--- src/mpq_pkg.sv ---
// ----------------------------------------------------------------------------
// mpq_pkg
// shared types and constants for the motion point queue
// ----------------------------------------------------------------------------
package mpq_pkg;

    localparam int QUEUE_DEPTH_DEF = 16;
    localparam int SIZE_W          = 5;
    localparam int CAP_W           = 5;
    localparam int CNT_W           = 32;
    localparam int CFG_ADDR_W      = 1;
    localparam int CFG_DATA_W      = 5;
    localparam int S_TDATA_W       = 72;
    localparam int M_TDATA_W       = 136;
    localparam int M_TUSER_W       = 3;

    localparam logic [CFG_ADDR_W-1:0] CFG_CAPACITY = 1'b0;
    localparam logic [CFG_ADDR_W-1:0] CFG_POLICY   = 1'b1;

    typedef enum logic [1:0] {
        MODE_ENQUEUE  = 2'd0,
        MODE_DISPATCH = 2'd1,
        MODE_REQUEUE  = 2'd2,
        MODE_CLEAR    = 2'd3
    } mode_t;

    typedef enum logic [1:0] {
        POL_REJECT       = 2'd0,
        POL_DROP_NEWEST  = 2'd1,
        POL_DROP_OLDEST  = 2'd2,
        POL_REPLACE_LAST = 2'd3
    } policy_t;

    typedef enum logic [1:0] {
        ST_OK     = 2'd0,
        ST_FULL   = 2'd1,
        ST_EMPTY  = 2'd2,
        ST_UNUSED = 2'd3
    } status_t;

    typedef struct packed {
        logic signed [31:0] position;
        logic               relative;
        logic               has_speed;
        logic [15:0]        speed;
        logic               has_accel;
        logic [14:0]        accel;
    } point_t;

    typedef struct packed {
        logic              shift_fwd;
        logic              shift_back;
        logic              load_en;
        logic [SIZE_W-1:0] load_idx;
    } cell_ctrl_t;

    typedef struct packed {
        status_t           status;
        logic              point_valid;
        logic [SIZE_W-1:0] queue_size;
        logic [CNT_W-1:0]  pushed_count;
        logic [CNT_W-1:0]  dropped_count;
    } result_t;

endpackage

--- src/motion_point_queue_with_overflow_policy.sv ---
// ----------------------------------------------------------------------------
// motion_point_queue_with_overflow_policy
// bounded motion point queue with selectable overflow policy
// result: registered in the output register at the edge of the input transfer
// throughput: one operation per cycle unless a held result stalls s_tready,
//   set by the count update and the one-step shift of the cell chain
// reset: count and totals cleared, capacity 16, policy reject; cells not cleared
// ----------------------------------------------------------------------------
module motion_point_queue_with_overflow_policy
    import mpq_pkg::*;
#(
    parameter int QUEUE_DEPTH = QUEUE_DEPTH_DEF
)
(
    input  logic                  clk,
    input  logic                  rst_n,
    input  logic                  cfg_we,
    input  logic [CFG_ADDR_W-1:0] cfg_addr,
    input  logic [CFG_DATA_W-1:0] cfg_wdata,
    input  logic                  s_tvalid,
    output logic                  s_tready,
    // position, relative, has_speed, speed, has_accel, accel, zero pad
    input  logic [S_TDATA_W-1:0]  s_tdata,
    // mode
    input  logic [1:0]            s_tuser,
    output logic                  m_tvalid,
    input  logic                  m_tready,
    // out_position, out_relative, out_has_speed, out_speed, out_has_accel,
    // out_accel, queue_size, pushed_count, dropped_count, zero pad
    output logic [M_TDATA_W-1:0]  m_tdata,
    // status, point_valid
    output logic [M_TUSER_W-1:0]  m_tuser
);

    logic       fire;
    point_t     point_in;
    cell_ctrl_t cell_ctrl;
    result_t    result;
    point_t     cell_q [QUEUE_DEPTH];
    point_t     out_point;
    logic       out_valid_reg;
    logic       out_valid_next;
    result_t    out_res_reg;
    point_t     out_point_reg;

    assign s_tready = !out_valid_reg || m_tready;
    assign fire     = s_tvalid && s_tready;

    assign point_in.position  = s_tdata[31:0];
    assign point_in.relative  = s_tdata[32];
    assign point_in.has_speed = s_tdata[33];
    assign point_in.speed     = s_tdata[49:34];
    assign point_in.has_accel = s_tdata[50];
    assign point_in.accel     = s_tdata[65:51];

    mpq_ctrl #(
        .QUEUE_DEPTH (QUEUE_DEPTH)
    ) u_ctrl (
        .clk       (clk),
        .rst_n     (rst_n),
        .fire      (fire),
        .mode      (mode_t'(s_tuser)),
        .cfg_we    (cfg_we),
        .cfg_addr  (cfg_addr),
        .cfg_wdata (cfg_wdata),
        .cell_ctrl (cell_ctrl),
        .result    (result)
    );

    for (genvar i = 0; i < QUEUE_DEPTH; i++)
    begin : g_cell
        mpq_cell #(
            .INDEX (i)
        ) u_cell (
            .clk      (clk),
            .ctrl     (cell_ctrl),
            .point_in (point_in),
            .left_q   (cell_q[(i == 0) ? 0 : i - 1]),
            .right_q  (cell_q[(i == QUEUE_DEPTH - 1) ? i : i + 1]),
            .q        (cell_q[i])
        );
    end

    always_comb
    begin
        out_point = '0;
        if (result.point_valid)
        begin
            out_point = cell_q[0];
        end
    end

    always_comb
    begin
        out_valid_next = out_valid_reg;
        if (fire)
        begin
            out_valid_next = 1'b1;
        end
        else if (m_tready)
        begin
            out_valid_next = 1'b0;
        end
    end

    always_ff @(posedge clk or negedge rst_n)
    begin
        if (!rst_n)
        begin
            out_valid_reg <= 1'b0;
        end
        else
        begin
            out_valid_reg <= out_valid_next;
        end
    end

    always_ff @(posedge clk)
    begin
        if (fire)
        begin
            out_res_reg   <= result;
            out_point_reg <= out_point;
        end
    end

    assign m_tvalid = out_valid_reg;

    assign m_tdata[31:0]    = out_point_reg.position;
    assign m_tdata[32]      = out_point_reg.relative;
    assign m_tdata[33]      = out_point_reg.has_speed;
    assign m_tdata[49:34]   = out_point_reg.speed;
    assign m_tdata[50]      = out_point_reg.has_accel;
    assign m_tdata[65:51]   = out_point_reg.accel;
    assign m_tdata[70:66]   = out_res_reg.queue_size;
    assign m_tdata[102:71]  = out_res_reg.pushed_count;
    assign m_tdata[134:103] = out_res_reg.dropped_count;
    assign m_tdata[135]     = 1'b0;

    assign m_tuser[1:0] = out_res_reg.status;
    assign m_tuser[2]   = out_res_reg.point_valid;

endmodule

--- src/mpq_cell.sv ---
// ----------------------------------------------------------------------------
// mpq_cell
// one queue slot: loads a new point or takes its neighbor's entry
// ----------------------------------------------------------------------------
module mpq_cell
    import mpq_pkg::*;
#(
    parameter int INDEX = 0
)
(
    input  logic       clk,
    input  cell_ctrl_t ctrl,
    input  point_t     point_in,
    input  point_t     left_q,
    input  point_t     right_q,
    output point_t     q
);

    point_t entry_reg;
    point_t entry_next;
    logic   load_here;

    assign load_here = ctrl.load_en && (int'(ctrl.load_idx) == INDEX);

    always_comb
    begin
        entry_next = entry_reg;
        if (load_here)
        begin
            entry_next = point_in;
        end
        else if (ctrl.shift_fwd)
        begin
            entry_next = right_q;
        end
        else if (ctrl.shift_back)
        begin
            entry_next = left_q;
        end
    end

    always_ff @(posedge clk)
    begin
        entry_reg <= entry_next;
    end

    assign q = entry_reg;

endmodule

--- src/mpq_ctrl.sv ---
// ----------------------------------------------------------------------------
// mpq_ctrl
// fill count, totals, config registers and per-operation cell control
// ----------------------------------------------------------------------------
module mpq_ctrl
    import mpq_pkg::*;
#(
    parameter int QUEUE_DEPTH = QUEUE_DEPTH_DEF
)
(
    input  logic                  clk,
    input  logic                  rst_n,
    input  logic                  fire,
    input  mode_t                 mode,
    input  logic                  cfg_we,
    input  logic [CFG_ADDR_W-1:0] cfg_addr,
    input  logic [CFG_DATA_W-1:0] cfg_wdata,
    output cell_ctrl_t            cell_ctrl,
    output result_t               result
);

    localparam int CAP_MAX = (QUEUE_DEPTH < 31) ? QUEUE_DEPTH : 31;

    logic [SIZE_W-1:0] count_reg;
    logic [SIZE_W-1:0] count_next;
    logic [CNT_W-1:0]  pushed_reg;
    logic [CNT_W-1:0]  pushed_next;
    logic [CNT_W-1:0]  dropped_reg;
    logic [CNT_W-1:0]  dropped_next;
    logic [CAP_W-1:0]  cap_reg;
    policy_t           policy_reg;
    logic [SIZE_W-1:0] cap_eff;
    logic              full;
    status_t           status;
    logic              point_valid;
    cell_ctrl_t        op;

    always_comb
    begin
        if (cap_reg == '0)
        begin
            cap_eff = SIZE_W'(1);
        end
        else if (int'(cap_reg) > CAP_MAX)
        begin
            cap_eff = SIZE_W'(CAP_MAX);
        end
        else
        begin
            cap_eff = cap_reg;
        end
    end

    assign full = (count_reg >= cap_eff);

    always_comb
    begin
        count_next   = count_reg;
        pushed_next  = pushed_reg;
        dropped_next = dropped_reg;
        status       = ST_OK;
        point_valid  = 1'b0;
        op           = '0;
        case (mode)
            MODE_ENQUEUE:
            begin
                if (policy_reg == POL_REPLACE_LAST)
                begin
                    op.load_en  = 1'b1;
                    op.load_idx = '0;
                    count_next  = SIZE_W'(1);
                    pushed_next = pushed_reg + 1'b1;
                end
                else if (full)
                begin
                    case (policy_reg)
                        POL_DROP_NEWEST:
                        begin
                            dropped_next = dropped_reg + 1'b1;
                        end
                        POL_DROP_OLDEST:
                        begin
                            op.shift_fwd = 1'b1;
                            op.load_en   = 1'b1;
                            op.load_idx  = count_reg - 1'b1;
                            dropped_next = dropped_reg + 1'b1;
                            pushed_next  = pushed_reg + 1'b1;
                        end
                        default:
                        begin
                            status = ST_FULL;
                        end
                    endcase
                end
                else
                begin
                    op.load_en  = 1'b1;
                    op.load_idx = count_reg;
                    count_next  = count_reg + 1'b1;
                    pushed_next = pushed_reg + 1'b1;
                end
            end
            MODE_DISPATCH:
            begin
                if (count_reg == '0)
                begin
                    status = ST_EMPTY;
                end
                else
                begin
                    point_valid  = 1'b1;
                    op.shift_fwd = 1'b1;
                    count_next   = count_reg - 1'b1;
                end
            end
            MODE_REQUEUE:
            begin
                if (full && policy_reg == POL_DROP_NEWEST)
                begin
                    dropped_next = dropped_reg + 1'b1;
                end
                else if (full && policy_reg == POL_REPLACE_LAST)
                begin
                    op.load_en  = 1'b1;
                    op.load_idx = '0;
                    count_next  = SIZE_W'(1);
                end
                else if (full)
                begin
                    // newest entry falls off the back
                    op.shift_back = 1'b1;
                    op.load_en    = 1'b1;
                    op.load_idx   = '0;
                    dropped_next  = dropped_reg + 1'b1;
                end
                else
                begin
                    op.shift_back = 1'b1;
                    op.load_en    = 1'b1;
                    op.load_idx   = '0;
                    count_next    = count_reg + 1'b1;
                end
            end
            default:
            begin
                count_next = '0;
            end
        endcase
    end

    always_comb
    begin
        cell_ctrl = op;
        if (!fire)
        begin
            cell_ctrl = '0;
        end
    end

    assign result.status        = status;
    assign result.point_valid   = point_valid;
    assign result.queue_size    = count_next;
    assign result.pushed_count  = pushed_next;
    assign result.dropped_count = dropped_next;

    always_ff @(posedge clk or negedge rst_n)
    begin
        if (!rst_n)
        begin
            count_reg   <= '0;
            pushed_reg  <= '0;
            dropped_reg <= '0;
            cap_reg     <= CAP_W'(16);
            policy_reg  <= POL_REJECT;
        end
        else
        begin
            if (fire)
            begin
                count_reg   <= count_next;
                pushed_reg  <= pushed_next;
                dropped_reg <= dropped_next;
            end
            if (cfg_we && cfg_addr == CFG_CAPACITY)
            begin
                cap_reg <= cfg_wdata;
            end
            if (cfg_we && cfg_addr == CFG_POLICY)
            begin
                policy_reg <= policy_t'(cfg_wdata[1:0]);
            end
        end
    end

endmodule

--- config.mk ---
export PLATFORM = sky130hd
export DESIGN_NAME = motion_point_queue_with_overflow_policy
export DESIGN_NICKNAME = d
export VERILOG_FILES = /design/src/mpq_pkg.sv /design/src/motion_point_queue_with_overflow_policy.sv /design/src/mpq_cell.sv /design/src/mpq_ctrl.sv
export SDC_FILE = /design/constraint.sdc
export NUM_CORES = 2
export LEC_CHECK = 0
export BUFFER_PORTS_ARGS = -buffer_cell sky130_fd_sc_hd__buf_2
export CELL_PAD_IN_SITES_DETAIL_PLACEMENT = 0
export CELL_PAD_IN_SITES_GLOBAL_PLACEMENT = 1
export CORE_UTILIZATION = 45
export CTS_BUF_LIST = sky130_fd_sc_hd__clkbuf_8
export DETAILED_ROUTE_END_ITERATION = 10
export GPL_ROUTABILITY_DRIVEN = 0
export PLACE_DENSITY = 0.78
export SLEW_MARGIN = 20
export SYNTH_ARGS = -nofsm -noshare
export SYNTH_HDL_FRONTEND = slang
export SYNTH_SLANG_ARGS = --single-unit
export TNS_END_PERCENT = 10
--- constraint.sdc ---
create_clock -name clk -period 7.6 [get_ports clk]
set_input_delay 1.14 -clock clk [delete_from_list [all_inputs] [get_ports clk]]
set_output_delay 1.14 -clock clk [all_outputs]
set_load 0.05 [all_outputs]
==> key figures <==
Min path
  – Hold crit path type: in -> reg

Setup path
  – CP startpoint: u_ctrl.count_reg[0]
  – CP Capture Type: register
  – Worst r2r src: u_ctrl.count_reg[0]
  – Reg2reg setup slack: 2.24 ns
  – Critical Path Source Type: register
  – CP max FO: 48
  – RR Endpoint: g_cell[0].u_cell.q[63]
  – WP data arrival: 5.90 ns
  – Critical Path End: g_cell[0].u_cell.q[63]
  – Worst r2r path cells: 11
  – Critical Path RT: 8.14 ns
  – Kind of critical path: reg -> reg

Drt
  – Avg Vias per Cell: 5.53
  – DR vias: 42933
  – Antenna viol nets, final: 0
  – DRT iter0 DRCs: 4166
  – DRC Markers: 0
  – WL per Instance: 21.2 um
  – Pre-Repair DR Iteration Count: 6
  – Total wire length: 165000 um

Timing
  – RSZ-0062 raised after global routing: false
  – Final hold slack: 0.431 ns
  – Rel. slew slack: 0.214
  – Final setup violation count: 0
  – Final WS setup: 2.24 ns
  – Fmax: 186 MHz
  – Fin. Hold Viols: 0
  – Final min period: 5.36 ns
  – Slew @ Worst Pin: 1.18 ns
  – Post-route setup TNS: 0 ns
  – Crit share post-route: 0.706
  – Clk_skew: 0.0263 ns
  – Max Slew Vio Count: 0

Floorplanning
  – Starting Density: 0.453
  – Row count: 137
  – Core area: 140000 um^2
  – Die area: 142000 um^2
  – Die Wd: 377 um
  – Die Y: 377 um
  – Io pins: 226

Clock tree
  – Clock sink count: 1271
  – Clock transition at path regs: 0.06 ns
  – CTS resizes: 0
  – Max H-tree Level: 4
  – CTS Buf Count: 212
  – Setup Buffers After CTS: 0
  – Max Buffers Root-to-Sink: 3
  – Post-CTS Hold Buffers: 1
  – CTS tree: done
  – Clock root cell: clkbuf_8
  – Worst-Skew Late Latency: 0.94 ns

Final layout
  – P&R area growth vs syn: 9.79%
  – Share of cells above drive strength 1: 0.139
  – Most common cell after layout, fill and taps aside: edfxtp_1
  – Max reg flops: 1056
  – Layout Nets: 5797
  – Design Area, Final: 69400 um^2
  – Commonest cells after routing, fill and taps aside: edfxtp_1, nand2_1, nor2_1, a21oi_1, mux2i_1
  – Post-route insts no fill: 7765
  – Fin util: 0.498

Global route
  – Largest net degree at the start of global routing: 182
  – Remaining Overflow, GRT: 0
  – Initial antenna violation count: 27
  – Vias in the first global route: 41155
  – GRT Util Overall: 0.230
  – First-pass GRT wire length: 251000 um

Logic synthesis
  – Number of synthesized register bits: 1271
  – Number of enable flip-flop cells after synthesis: 1194
  – Distinct cells, synth: 81
  – Post-synth top flop: edfxtp_1
  – Post-synth ARST share: 0.0606
  – Syn avg cell area: 11.2 um^2
  – Post-Synthesis Net Count: 5753
  – Post-synthesis sequential area ratio: 0.597
  – Post-Synthesis Cells: 5656
  – Yosys warns: 0
  – Mapped Area: 63200 um^2

Power and ir drop
  – Total design power: 18.2 mW
  – Lkg Pwr: 28.7 nW
  – VDD IR max: 0.163 mV
  – Pwr dens: 263 nW/um^2

Placement
  – Port Buffers: 218
  – Detailed placement HPWL: 90400 um
  – Dpl ws: 2.14 ns
  – Cells after DPL: 7360
  – Dpl cell area: 65500 um^2

Run
  – Max-Cap Viols: 0

Outcome
  – Run status: finished clean
==> final cells by class <==
class,instances,area (um^2)
fill,12662,70100
sequential,1271,37800
multi-input combinational,3919,23600
clock buffer,220,3030
tap,1876,2350
timing repair buffer,286,1760
clock inverter,172,856
inverter,10,42.5
antenna,11,27.5
==> worst min-delay path by stage <==
stage	from	to	slack (ns)	cells after the start
final	cfg_wdata[2]	u_ctrl.cap_reg[2]	0.43	2
after global routing	cfg_wdata[3]	u_ctrl.cap_reg[3]	0.39	2
after CTS	cfg_wdata[2]	u_ctrl.cap_reg[2]	0.35	2
after detailed placement	u_ctrl.pushed_reg[31]	u_ctrl.pushed_reg[31]	0.48	1
after global placement	u_ctrl.dropped_reg[31]	u_ctrl.dropped_reg[31]	0.48	1
after floorplan	u_ctrl.pushed_reg[31]	u_ctrl.pushed_reg[31]	0.46	1
==> report_power, final <==
group          switching, mW  internal [mW]
clock                   2.88           2.82
combinational           2.21           1.17
sequential             0.401           8.76
total                   5.50           12.7
==> critical path, stage by stage (launching register included) <==
cell and delay [ns]:
dfrtp_1 0.56, inv_1 0.20, ha_1 0.34, nor2b_2 0.21
o21a_2 0.23, o21ai_1 0.08, buf_4 0.22, a41o_1 0.50
o21ai_2 0.37, and3_4 0.73, nand2b_4 0.54, buf_4 0.91
==> routing by layer <==
layer	global-route usage	routed length (um)	share of wire	up-vias
met5	0	107	0.00065	-
met4	0.0593	3040	0.018	18
met3	0.0480	13100	0.080	245
met2	0.356	74300	0.45	1560
met1	0.328	74400	0.45	20797
li1	-	-	-	20313
==> kinds of logic after synthesis <==
group	after synthesis	share of synthesized area
AOI/OAI and AO/OA	863	0.0767
DFF	1271	0.597
muxes	804	0.136
buffers and inverters	466	0.0342
xor gates and xnor gates	123	0.0170
other	1	0.0000593
and+or+nand+nor	2116	0.136
adders and majority gates	12	0.00237
==> Yosys cell counts (29+ instances only) <==
cell	number	area (um^2)
mux2_2	158	1780
mux2_1	58	653
nand3_1	32	160
clkbuf_1	235	882
dfrtp_1	76	1900
nor2_1	859	3220
a31oi_1	269	1680
xor2_1	52	455
buf_2	164	821
mux2i_1	530	5310
and2_1	72	450
nand2_1	1024	3840
mux2_4	58	871
a21oi_1	538	2690
edfxtp_1	1194	35900
xnor2_1	71	622
nand4_1	29	181
No activity file was read; power rests on OpenSTA's default activity.
